## config.mk

```make
export PLATFORM = sky130hd
export DESIGN_NAME = bad_block_spare_remap
export DESIGN_NICKNAME = d
export VERILOG_FILES = /design/src/hw/rtl/bbsr_pkg.sv /design/src/hw/rtl/bbsr_ram.sv /design/src/hw/rtl/bad_block_spare_remap.sv
export SDC_FILE = /design/constraint.sdc
export NUM_CORES = 1
export LEC_CHECK = 0
export BUFFER_PORTS_ARGS = -buffer_cell sky130_fd_sc_hd__buf_2
export CAP_MARGIN = 40
export CORE_MARGIN = 1
export CORE_UTILIZATION = 50
export CTS_CLUSTER_SIZE = 10
export DETAILED_ROUTE_END_ITERATION = 7
export HOLD_SLACK_MARGIN = 0.15
export PLACE_DENSITY_LB_ADDON = 0.25
export SLEW_MARGIN = 30
export SYNTH_ARGS = -nofsm -noshare
export SYNTH_HDL_FRONTEND = slang
export SYNTH_HIERARCHICAL = 1
export SYNTH_SLANG_ARGS = --single-unit
```

## constraint.sdc

```tcl
create_clock -name clk_i -period 4.34 [get_ports clk_i]
set_input_delay 0.868 -clock clk_i [delete_from_list [all_inputs] [get_ports clk_i]]
set_output_delay 0.868 -clock clk_i [all_outputs]
set_load 0.03 [all_outputs]
```

## src/hw/rtl/bbsr_pkg.sv

```systemverilog
// ----------------------------------------------------------------------------
// bbsr_pkg
// Shared constants for the bad-block sparing table: default geometry,
// field widths, item modes and result status codes.
// ----------------------------------------------------------------------------
`default_nettype none

package bbsr_pkg;

  // default device geometry
  localparam int DefBlocks = 32;
  localparam int DefSpares = 8;

  // fixed field widths
  localparam int BlockNumW = 6;
  localparam int PhysW     = 5;
  localparam int StatusW   = 3;

  typedef logic [StatusW-1:0] status_t;
  typedef logic [PhysW-1:0]   phys_t;

  // item modes
  localparam logic ModeMark   = 1'b0;
  localparam logic ModeAccess = 1'b1;

  // result status codes
  localparam status_t StatusDirect   = 3'd0;
  localparam status_t StatusRemap    = 3'd1;
  localparam status_t StatusAssigned = 3'd2;
  localparam status_t StatusFull     = 3'd3;
  localparam status_t StatusInvalid  = 3'd4;

endpackage

`default_nettype wire

```

## src/hw/rtl/bbsr_ram.sv

```systemverilog
// ----------------------------------------------------------------------------
// bbsr_ram
// Generic single-clock RAM, one write port and one read port, with the
// read data registered (held when not reading).
// ----------------------------------------------------------------------------
`default_nettype none

module bbsr_ram #(
  parameter int Width = 8,
  parameter int Depth = 8,
  localparam int AddrW = (Depth > 1) ? $clog2(Depth) : 1
) (
  input  wire logic             clk_i,
  input  wire logic             we_i,
  input  wire logic [AddrW-1:0] waddr_i,
  input  wire logic [Width-1:0] wdata_i,
  input  wire logic             re_i,
  input  wire logic [AddrW-1:0] raddr_i,
  output logic      [Width-1:0] rdata_o
);

  logic [Width-1:0] mem_q [Depth];
  logic [Width-1:0] rdata_q;

  // write port
  always_ff @(posedge clk_i) begin
    if (we_i) begin
      mem_q[waddr_i] <= wdata_i;
    end
  end

  // registered read port
  always_ff @(posedge clk_i) begin
    if (re_i) begin
      rdata_q <= mem_q[raddr_i];
    end
  end

  assign rdata_o = rdata_q;

endmodule

`default_nettype wire

```

## src/hw/rtl/bad_block_spare_remap.sv

```systemverilog
// ----------------------------------------------------------------------------
// bad_block_spare_remap
// Bad-block sparing table: the last Spares blocks of the device are spares,
// bad blocks are recorded in slot order and accesses are redirected.
// ----------------------------------------------------------------------------
// Usage:
//   Input channel (in_valid_i / in_ready_o) carries mode_i and
//   block_number_i. Mode mark records the block in the next free slot and
//   answers with that slot's spare (full status if none is left); access
//   looks the block up and answers with its spare, or the block on a miss.
//   Output channel (out_valid_o / out_ready_i) carries status_o and
//   physical_block_o, one result item per input item, in order.
//   Latency: a mark, an invalid block, or an access with an empty table
//   gives its result one cycle after acceptance, and the next item may be
//   taken in the following cycle. An access scans the filled slots through
//   the single read port of the slot RAM, one slot per cycle while the
//   output register is empty or being drained, and ends at the matching
//   slot or, on a miss, after the last filled slot.
//   Reset clears the state, fill count and output valid flag; the slot RAM
//   needs no clearing since only filled slots are ever read.
//   A stalled receiver holds the result in the output register; a new item
//   is taken when no scan is running and that register is empty or being
//   drained.
// ----------------------------------------------------------------------------
`default_nettype none

module bad_block_spare_remap #(
  parameter int Blocks = bbsr_pkg::DefBlocks,
  parameter int Spares = bbsr_pkg::DefSpares
) (
  input  wire logic                           clk_i,
  input  wire logic                           rst_ni,
  input  wire logic                           in_valid_i,
  output logic                                in_ready_o,
  input  wire logic                           mode_i,
  input  wire logic [bbsr_pkg::BlockNumW-1:0] block_number_i,
  output logic                                out_valid_o,
  input  wire logic                           out_ready_i,
  output bbsr_pkg::status_t                   status_o,
  output bbsr_pkg::phys_t                     physical_block_o
);

  localparam int EntryW = $clog2(Blocks);
  localparam int SlotW  = (Spares > 1) ? $clog2(Spares) : 1;
  localparam int CntW   = $clog2(Spares + 1);
  localparam int SpareBaseInt = Blocks - Spares;
  localparam logic [bbsr_pkg::PhysW-1:0] SpareBase = bbsr_pkg::PhysW'(SpareBaseInt);

  // controller states
  localparam logic StIdle = 1'b0;
  localparam logic StScan = 1'b1;

  logic                           state_q, state_d;
  logic [CntW-1:0]                used_q, used_d;
  logic [SlotW-1:0]               idx_q, idx_d;
  logic [bbsr_pkg::BlockNumW-1:0] blk_q, blk_d;
  logic                           out_valid_q, out_valid_d;
  bbsr_pkg::status_t              status_q, status_d;
  bbsr_pkg::phys_t                phys_q, phys_d;

  logic              ram_we;
  logic [SlotW-1:0]  ram_waddr;
  logic [EntryW-1:0] ram_wdata;
  logic              ram_re;
  logic [SlotW-1:0]  ram_raddr;
  logic [EntryW-1:0] ram_rdata;

  logic out_free;
  logic in_fire;
  logic blk_invalid;
  logic table_full;
  logic scan_last;

  // spare block number of a slot, masked to the output width
  function automatic bbsr_pkg::phys_t spare_of(input logic [SlotW-1:0] slot);
    spare_of = SpareBase + bbsr_pkg::PhysW'(slot);
  endfunction

  // slot table
  bbsr_ram #(
    .Width (EntryW),
    .Depth (Spares)
  ) u_slots (
    .clk_i   (clk_i),
    .we_i    (ram_we),
    .waddr_i (ram_waddr),
    .wdata_i (ram_wdata),
    .re_i    (ram_re),
    .raddr_i (ram_raddr),
    .rdata_o (ram_rdata)
  );

  // handshake and item checks
  assign out_free    = !out_valid_q || out_ready_i;
  assign in_ready_o  = (state_q == StIdle) && out_free;
  assign in_fire     = in_valid_i && in_ready_o;
  assign blk_invalid = {1'b0, block_number_i} >= (bbsr_pkg::BlockNumW + 1)'(Blocks);
  assign table_full  = used_q == CntW'(Spares);
  assign scan_last   = (CntW'(idx_q) + CntW'(1)) == used_q;

  // mark, lookup scan and result register control
  always_comb begin
    state_d     = state_q;
    used_d      = used_q;
    idx_d       = idx_q;
    blk_d       = blk_q;
    out_valid_d = out_valid_q && !out_ready_i;
    status_d    = status_q;
    phys_d      = phys_q;
    ram_we      = 1'b0;
    ram_waddr   = used_q[SlotW-1:0];
    ram_wdata   = block_number_i[EntryW-1:0];
    ram_re      = 1'b0;
    ram_raddr   = '0;

    case (state_q)
      StIdle: begin
        if (in_fire) begin
          blk_d = block_number_i;
          if (blk_invalid) begin
            out_valid_d = 1'b1;
            status_d    = bbsr_pkg::StatusInvalid;
            phys_d      = '0;
          end else if (mode_i == bbsr_pkg::ModeMark) begin
            out_valid_d = 1'b1;
            if (table_full) begin
              status_d = bbsr_pkg::StatusFull;
              phys_d   = '0;
            end else begin
              ram_we   = 1'b1;
              status_d = bbsr_pkg::StatusAssigned;
              phys_d   = spare_of(used_q[SlotW-1:0]);
              used_d   = used_q + CntW'(1);
            end
          end else if (used_q == '0) begin
            out_valid_d = 1'b1;
            status_d    = bbsr_pkg::StatusDirect;
            phys_d      = block_number_i[bbsr_pkg::PhysW-1:0];
          end else begin
            // start the scan at the first slot
            ram_re  = 1'b1;
            idx_d   = '0;
            state_d = StScan;
          end
        end
      end
      StScan: begin
        // read data holds while the result register is occupied
        if (out_free) begin
          if (ram_rdata == blk_q[EntryW-1:0]) begin
            out_valid_d = 1'b1;
            status_d    = bbsr_pkg::StatusRemap;
            phys_d      = spare_of(idx_q);
            state_d     = StIdle;
          end else if (scan_last) begin
            out_valid_d = 1'b1;
            status_d    = bbsr_pkg::StatusDirect;
            phys_d      = blk_q[bbsr_pkg::PhysW-1:0];
            state_d     = StIdle;
          end else begin
            ram_re    = 1'b1;
            ram_raddr = idx_q + SlotW'(1);
            idx_d     = idx_q + SlotW'(1);
          end
        end
      end
      default: begin
        state_d = StIdle;
      end
    endcase
  end

  // control registers
  always_ff @(posedge clk_i or negedge rst_ni) begin
    if (!rst_ni) begin
      state_q     <= StIdle;
      used_q      <= '0;
      out_valid_q <= 1'b0;
    end else begin
      state_q     <= state_d;
      used_q      <= used_d;
      out_valid_q <= out_valid_d;
    end
  end

  // payload registers
  always_ff @(posedge clk_i) begin
    idx_q    <= idx_d;
    blk_q    <= blk_d;
    status_q <= status_d;
    phys_q   <= phys_d;
  end

  assign out_valid_o      = out_valid_q;
  assign status_o         = status_q;
  assign physical_block_o = phys_q;

endmodule

`default_nettype wire
```

==> flow_summary.json, run 1 <==
{
  "fillCellCount": 404,
  "grt.total_usage_pct": 18.52,
  "cts-root-buf": "clkbuf_8",
  "grt_max_degree": 17,
  "finalHoldViolations": 0,
  "synth_seq_cells": 67,
  "max_slew.worst_pin.slew_ns": 0.8305,
  "multi_input_area_um2": 884.6,
  "post_cts_buffers": 0,
  "cts_tree": "built",
  "fmax_mhz": 338.4,
  "ys_types": 35,
  "setup_viol": 0,
  "gp_congestion": 0.8651,
  "fin_cells": 286,
  "setup_ws_ns": 1.385,
  "htree_num_levels": 3,
  "setup.worst_path.end_class": "flop",
  "fin_nets": 223,
  "place.port_buffers": 20,
  "path_clk_slew_ns": 0.07,
  "hpwl_mm": 3.573,
  "r2r_slack_ns": 1.38,
  "leakage_nw": 1.173,
  "ys_warn_count": 6,
  "antenna_found_initial": 0,
  "criticalPathCategory": "reg2reg",
  "hold_path.class": "in2async",
  "setup_tns_ns": 0,
  "pin_count": 21,
  "start_util_pct": 52.26,
  "cts_buffer_depth": 2,
  "rr_worst_depth": 9,
  "rows": 27,
  "place_ws_ns": 1.424,
  "crit_path_max_fanout": 10,
  "regArea_um2": 1982,
  "postSynthAreaPerCell_um2": 16.18,
  "power_density_nw_per_um2": 721.9,
  "numCtsBuffers": 9,
  "cts_num_sinks": 67,
  "r2r-end": "u_slots/rdata_o[3]$_DFFE_PP_",
  "layout_commonest_cell": "edfxtp_1",
  "drt-total-wl_mm": 4.984,
  "startpoint": "idx_q[0]$_SDFFCE_PN0P_",
  "via_count": 1603,
  "viasPerCell": 5.605,
  "first_pass_iters": 4,
  "slew_headroom_pct": 44.46,
  "syn_inst": 180,
  "postCtsHoldBufs": 0,
  "ys_seq_area_share_pct": 68.04,
  "period_share_pct": 68.09,
  "whs_ns": 0.3382,
  "start_kind": "flop",
  "critPathArrivalTime_ns": 3.04,
  "final_core_util_pct": 59.84,
  "final_cell_mix": "edfxtp_1, buf_2, nor2_1",
  "core_area_um2": 5574,
  "die_y_um": 78.33,
  "drc_errors": 0,
  "die_area_um2": 6135,
  "ys.flop_type": "edfxtp_1",
  "syn2layout_area_growth_pct": 14.52,
  "irDropWorstVdd_uv": 403.1,
  "drv_cap": 0,
  "ctsResizeCount": 0,
  "final_layout_size_suffix_gt1_share_pct": 21.50,
  "drtIter0Drc": 92,
  "die_w_um": 78.33,
  "diodes": 0,
  "synthesis.nets": 194,
  "worst_ep_required_time_ns": 4.42,
  "status": "finished, final reports clean",
  "clk_latency_ns": 0.34,
  "finClkSkew_ns": 0.006213,
  "synthArstFlopShare_pct": 8.955,
  "syn_area_um2": 2913,
  "fin_crit_ns": 2.955,
  "grt_pass1_wl_mm": 8.100,
  "r2r-start": "idx_q[0]$_SDFFCE_PN0P_",
  "synth-edff-count": 61,
  "slew_violations": 0,
  "first_global_vias": 1596,
  "grt-ovfl-total": 0,
  "postRouteAntennaNets": 0,
  "rsz0062_at_grt": "no",
  "placed_cells_incl_taps": 270,
  "wire_per_inst_um": 17.43
}
==> final cells by class <==
cell class / instances / share of cell area (%)
clock inverters: 6 / 3.413
inverters: 6 / 0.6752
clock buffers: 10 / 3.826
repair buffers: 22 / 3.451
well taps: 72 / 2.701
multi-input cells: 103 / 26.52
flip-flops and latches: 67 / 59.41
==> kinds of logic (layout without fill, tap and decap cells) <==
group	count (synthesis)	in the layout	share of synthesized area, %
XOR/XNOR	13	13	3.909
multiplexers	20	20	12.67
AO/OA/AOI/OAI	20	20	4.596
flip-flops	67	67	68.04
adder cells (fa/ha/maj)	3	3	1.289
buffers and inverters	10	44	1.589
AND/OR/NAND/NOR	47	47	7.904
==> power by group <==
group / total (mW) / internal [mW] / leakage (nW) / switching, mW
Sequential: 1.00 / 0.882 / 0.632 / 0.120
Clock: 0.617 / 0.383 / 0.113 / 0.235
Combinational: 0.789 / 0.349 / 0.428 / 0.440
Total: 2.41 / 1.61 / 1.17 / 0.795
==> worst max-delay path, stage by stage, from the launching register on <==
cell and delay, ns:
edfxtp_1 0.50, ha_1 0.29, xor2_1 0.18, nor3_1 0.06, a31oi_1 0.21, o21bai_2 0.16, nor3_1 0.22, buf_4 0.23
mux4_1 0.56, mux2_2 0.28
==> sequential cells by signal (all words and copies together) (netlist names) <==
signal	count
u_slots/mem_q	40
blk_q	5
physical_block_o	5
u_slots/rdata_o	5
used_q	4
idx_q	3
status_o	3
out_valid_o	1
state_q	1
==> how the worst max path moves through the flow <==
| stage | slack (ns) | endpoint |
|---|---|---|
| floorplan | 1.69 | u_slots/rdata_o[0]$_DFFE_PP_ |
| global placement | 1.53 | u_slots/rdata_o[3]$_DFFE_PP_ |
| detailed placement | 1.42 | u_slots/rdata_o[3]$_DFFE_PP_ |
| CTS | 1.38 | u_slots/rdata_o[3]$_DFFE_PP_ |
| global route | 1.27 | u_slots/rdata_o[2]$_DFFE_PP_ |
| finish | 1.38 | u_slots/rdata_o[3]$_DFFE_PP_ |
==> through the flow <==
step	total power [mW]	area (um^2)
5_1_grt	2.535	3336
3_3_place_gp	1.772	3094
2_1_floorplan	1.616	2913
6_report	2.408	3336
3_5_place_dp	1.798	3094
4_1_cts	2.421	3336
==> cells in the mapped netlist (3+ instances only) <==
| cell type | number | area, um^2 |
|---|---|---|
| xor2_1 | 5 | 43.79 |
| mux4_1 | 10 | 262.8 |
| nand2b_1 | 4 | 25.02 |
| edfxtp_1 | 61 | 1832 |
| nor3_1 | 6 | 30.03 |
| dfrtp_1 | 6 | 150.1 |
| ha_1 | 3 | 37.54 |
| nor2_1 | 15 | 56.30 |
| o21ai_0 | 6 | 30.03 |
| mux2_2 | 5 | 56.30 |
| inv_1 | 6 | 22.52 |
| xnor2_1 | 8 | 70.07 |
| nand2_1 | 13 | 48.80 |
| o22ai_1 | 3 | 18.77 |
| mux2i_1 | 5 | 50.05 |
==> metal layers <==
layer,part of all wire [%],global-route usage [%],vias to the layer above
met3,3.9,7.093,9
met5,0,0,-
met2,51,29.56,51
li1,-,-,760
met4,2.0,7.778,0
met1,43,22.59,783
Power figures use the tool's default switching activity.
==> run 2, diff against run 1 <==
- clock period: 4.34 -> 2.8 ns (I/O delays scaled with it)
==> run 2 against run 1 <==
Clock-buffer cell count increased by 1; wire length increased by 7.8%; core utilization increased by 0.63 points; worst setup slack got worse by 1.3 ns; total power increased by 51%; largest power group unchanged; highest routed layer unchanged; clock skew increased by 0.0055 ns; final cell count increased by 4.5%; maximum frequency increased by 8.9%; first-iteration DRC count increased by 24%; combinational power increased by 84%; non-clock buffer count increased by 13; flip-flop and latch count unchanged.
==> flow_summary.json, run 2 (same netlist as run 1, synthesis figures left out) <==
{
  "drt-total-wl_mm": 5.371,
  "max_slew.worst_pin.slew_ns": 0.6833,
  "crit_buf_inv": 1,
  "crit_path_max_fanout": 5,
  "power_mw": 3.626,
  "power_density_nw_per_um2": 1076,
  "seqPwrFrac_pct": 41.5,
  "pwr-share-comb_pct": 40.0,
  "first_pass_iters": 4,
  "irDropWorstVdd_uv": 596.2,
  "grt_pass1_wl_mm": 8.597,
  "placed_area_um2": 3169,
  "grt.total_usage_pct": 19.81,
  "multi_input_area_um2": 899.6,
  "drv_cap": 0,
  "die_y_um": 78.33,
  "cts_buffer_depth": 2,
  "pin_count": 21,
  "start_util_pct": 52.26,
  "fmax_mhz": 368.6,
  "wire_per_inst_um": 17.96,
  "numCtsBuffers": 9,
  "cts-root-buf": "clkbuf_8",
  "final_layout_size_suffix_gt1_share_pct": 25.99,
  "criticalPathCategory": "reg2reg",
  "crit_cells": 9,
  "fin_cells": 299,
  "layout_commonest_cell": "edfxtp_1",
  "worst_ep_required_time_ns": 2.89,
  "htree_num_levels": 3,
  "finalHoldViolations": 0,
  "path_clk_slew_ns": 0.08,
  "period_share_pct": 96.90,
  "fin_nets": 236,
  "critPathArrivalTime_ns": 2.80,
  "largest_register_ffs": 40,
  "grt_max_degree": 13,
  "cts_tree": "built",
  "core_area_um2": 5574,
  "p_sw_share_pct": 35.48,
  "start_kind": "flop",
  "hold_path.class": "reg2reg",
  "status": "finished, final reports clean",
  "fin_crit_ns": 2.713,
  "p_clk_share_pct": 18.5,
  "die_w_um": 78.33,
  "die_area_um2": 6135,
  "final_cell_mix": "edfxtp_1, buf_2, nor2_1",
  "first_global_vias": 1694,
  "regMostFlops": "u_slots/mem_q",
  "postRouteAntennaNets": 0,
  "regArea_um2": 1982,
  "placed_cells_incl_taps": 280,
  "viasPerCell": 5.592,
  "setup.worst_path.end_class": "flop",
  "cp_top_family": "multiplexers",
  "hold_depth": 1,
  "fillCellCount": 414,
  "slew_violations": 0,
  "rr_worst_depth": 9,
  "hpwl_mm": 3.755,
  "drtIter0Drc": 114,
  "grt-ovfl-total": 0,
  "slew_headroom_pct": 53.73,
  "fin_area_um2": 3371,
  "diodes": 0,
  "via_count": 1672,
  "drc_errors": 0,
  "slowest_stage": "mux4_1",
  "setup_viol": 0,
  "antenna_found_initial": 0,
  "power_switching_mw": 1.287,
  "clk_latency_ns": 0.34,
  "whs_ns": 0.5405,
  "place.port_buffers": 20,
  "gp_congestion": 0.8850,
  "finClkSkew_ns": 0.01175,
  "path_cells": "ha_2 -> xor2_2 -> nor3_1 -> a31oi_1 -> o21bai_2 -> nor3_2 -> buf_4 -> mux4_1 -> mux2_2",
  "max_stage_delay_ns": 0.57,
  "syn2layout_area_growth_pct": 15.72,
  "cts_num_sinks": 67,
  "rsz0062_at_grt": "yes",
  "rows": 27,
  "leakage_nw": 1.208,
  "internal_power_mw": 2.339
}
[run 2: cell type report]
cell class	instances	area share [%]
clock buffer	11	3.898
clock inverter	5	0.8909
inverter	6	0.6682
multi-input combinational	103	26.69
sequential	67	58.80
tap	72	2.673
timing repair buffer	35	6.385
[run 2: stage by stage]
step                      worst slack, ns  util [%]  setup TNS, ns
after floorplan                    0.1468         -              0
after global routing             -0.03093     60.47        -0.1028
after detailed placement          0.09448     56.86              0
after CTS                         0.06808     59.93              0
final                             0.08692     60.47              0
after global placement             0.1608     56.86              0
[run 2: layer usage]
| metal | up-vias | routed length (um) | part of all wire [%] | global-route usage, % |
|---|---|---|---|---|
| met5 | - | 0 | 0 | 0 |
| met4 | 0 | 124 | 2.3 | 9.259 |
| met3 | 12 | 239 | 4.4 | 6.047 |
| met2 | 45 | 2712 | 50 | 31.40 |
| met1 | 830 | 2295 | 43 | 24.98 |
| li1 | 785 | - | - | - |
[run 2: timing repair]
action / 4_1_cts / 5_1_grt
buffers inserted: 0 / 1
endpoints found under the hold margin: 6 / 0
resized for setup: 0 / 7
hold buffers: 1 / 0
setup endpoints to repair: 0 / 5
[run 2: power by group through the flow]
| stage | clock network [mW] | registers (mW) | logic, mW |
|---|---|---|---|
| after floorplan | 0 | 1.62 | 0.882 |
| after global placement | 0 | 1.52 | 1.34 |
| after detailed placement | 0 | 1.52 | 1.39 |
| after CTS | 0.687 | 1.50 | 1.40 |
| after global routing | 0.734 | 1.52 | 1.57 |
| final | 0.671 | 1.50 | 1.45 |
[run 2: final timing paths]
path | from | slack, ns | to
setup / recovery | idx_q[0]$_SDFFCE_PN0P_ | 0.09 | u_slots/rdata_o[0]$_DFFE_PP_
max in group asynchronous | rst_ni | 2.10 | used_q[1]$_DFFE_PN0P_
setup reg to reg | idx_q[0]$_SDFFCE_PN0P_ | 0.09 | u_slots/rdata_o[0]$_DFFE_PP_
hold reg to reg | state_q$_DFF_PN0_ | 0.54 | state_q$_DFF_PN0_
min in group asynchronous | rst_ni | 0.56 | state_q$_DFF_PN0_
hold / removal | state_q$_DFF_PN0_ | 0.54 | state_q$_DFF_PN0_
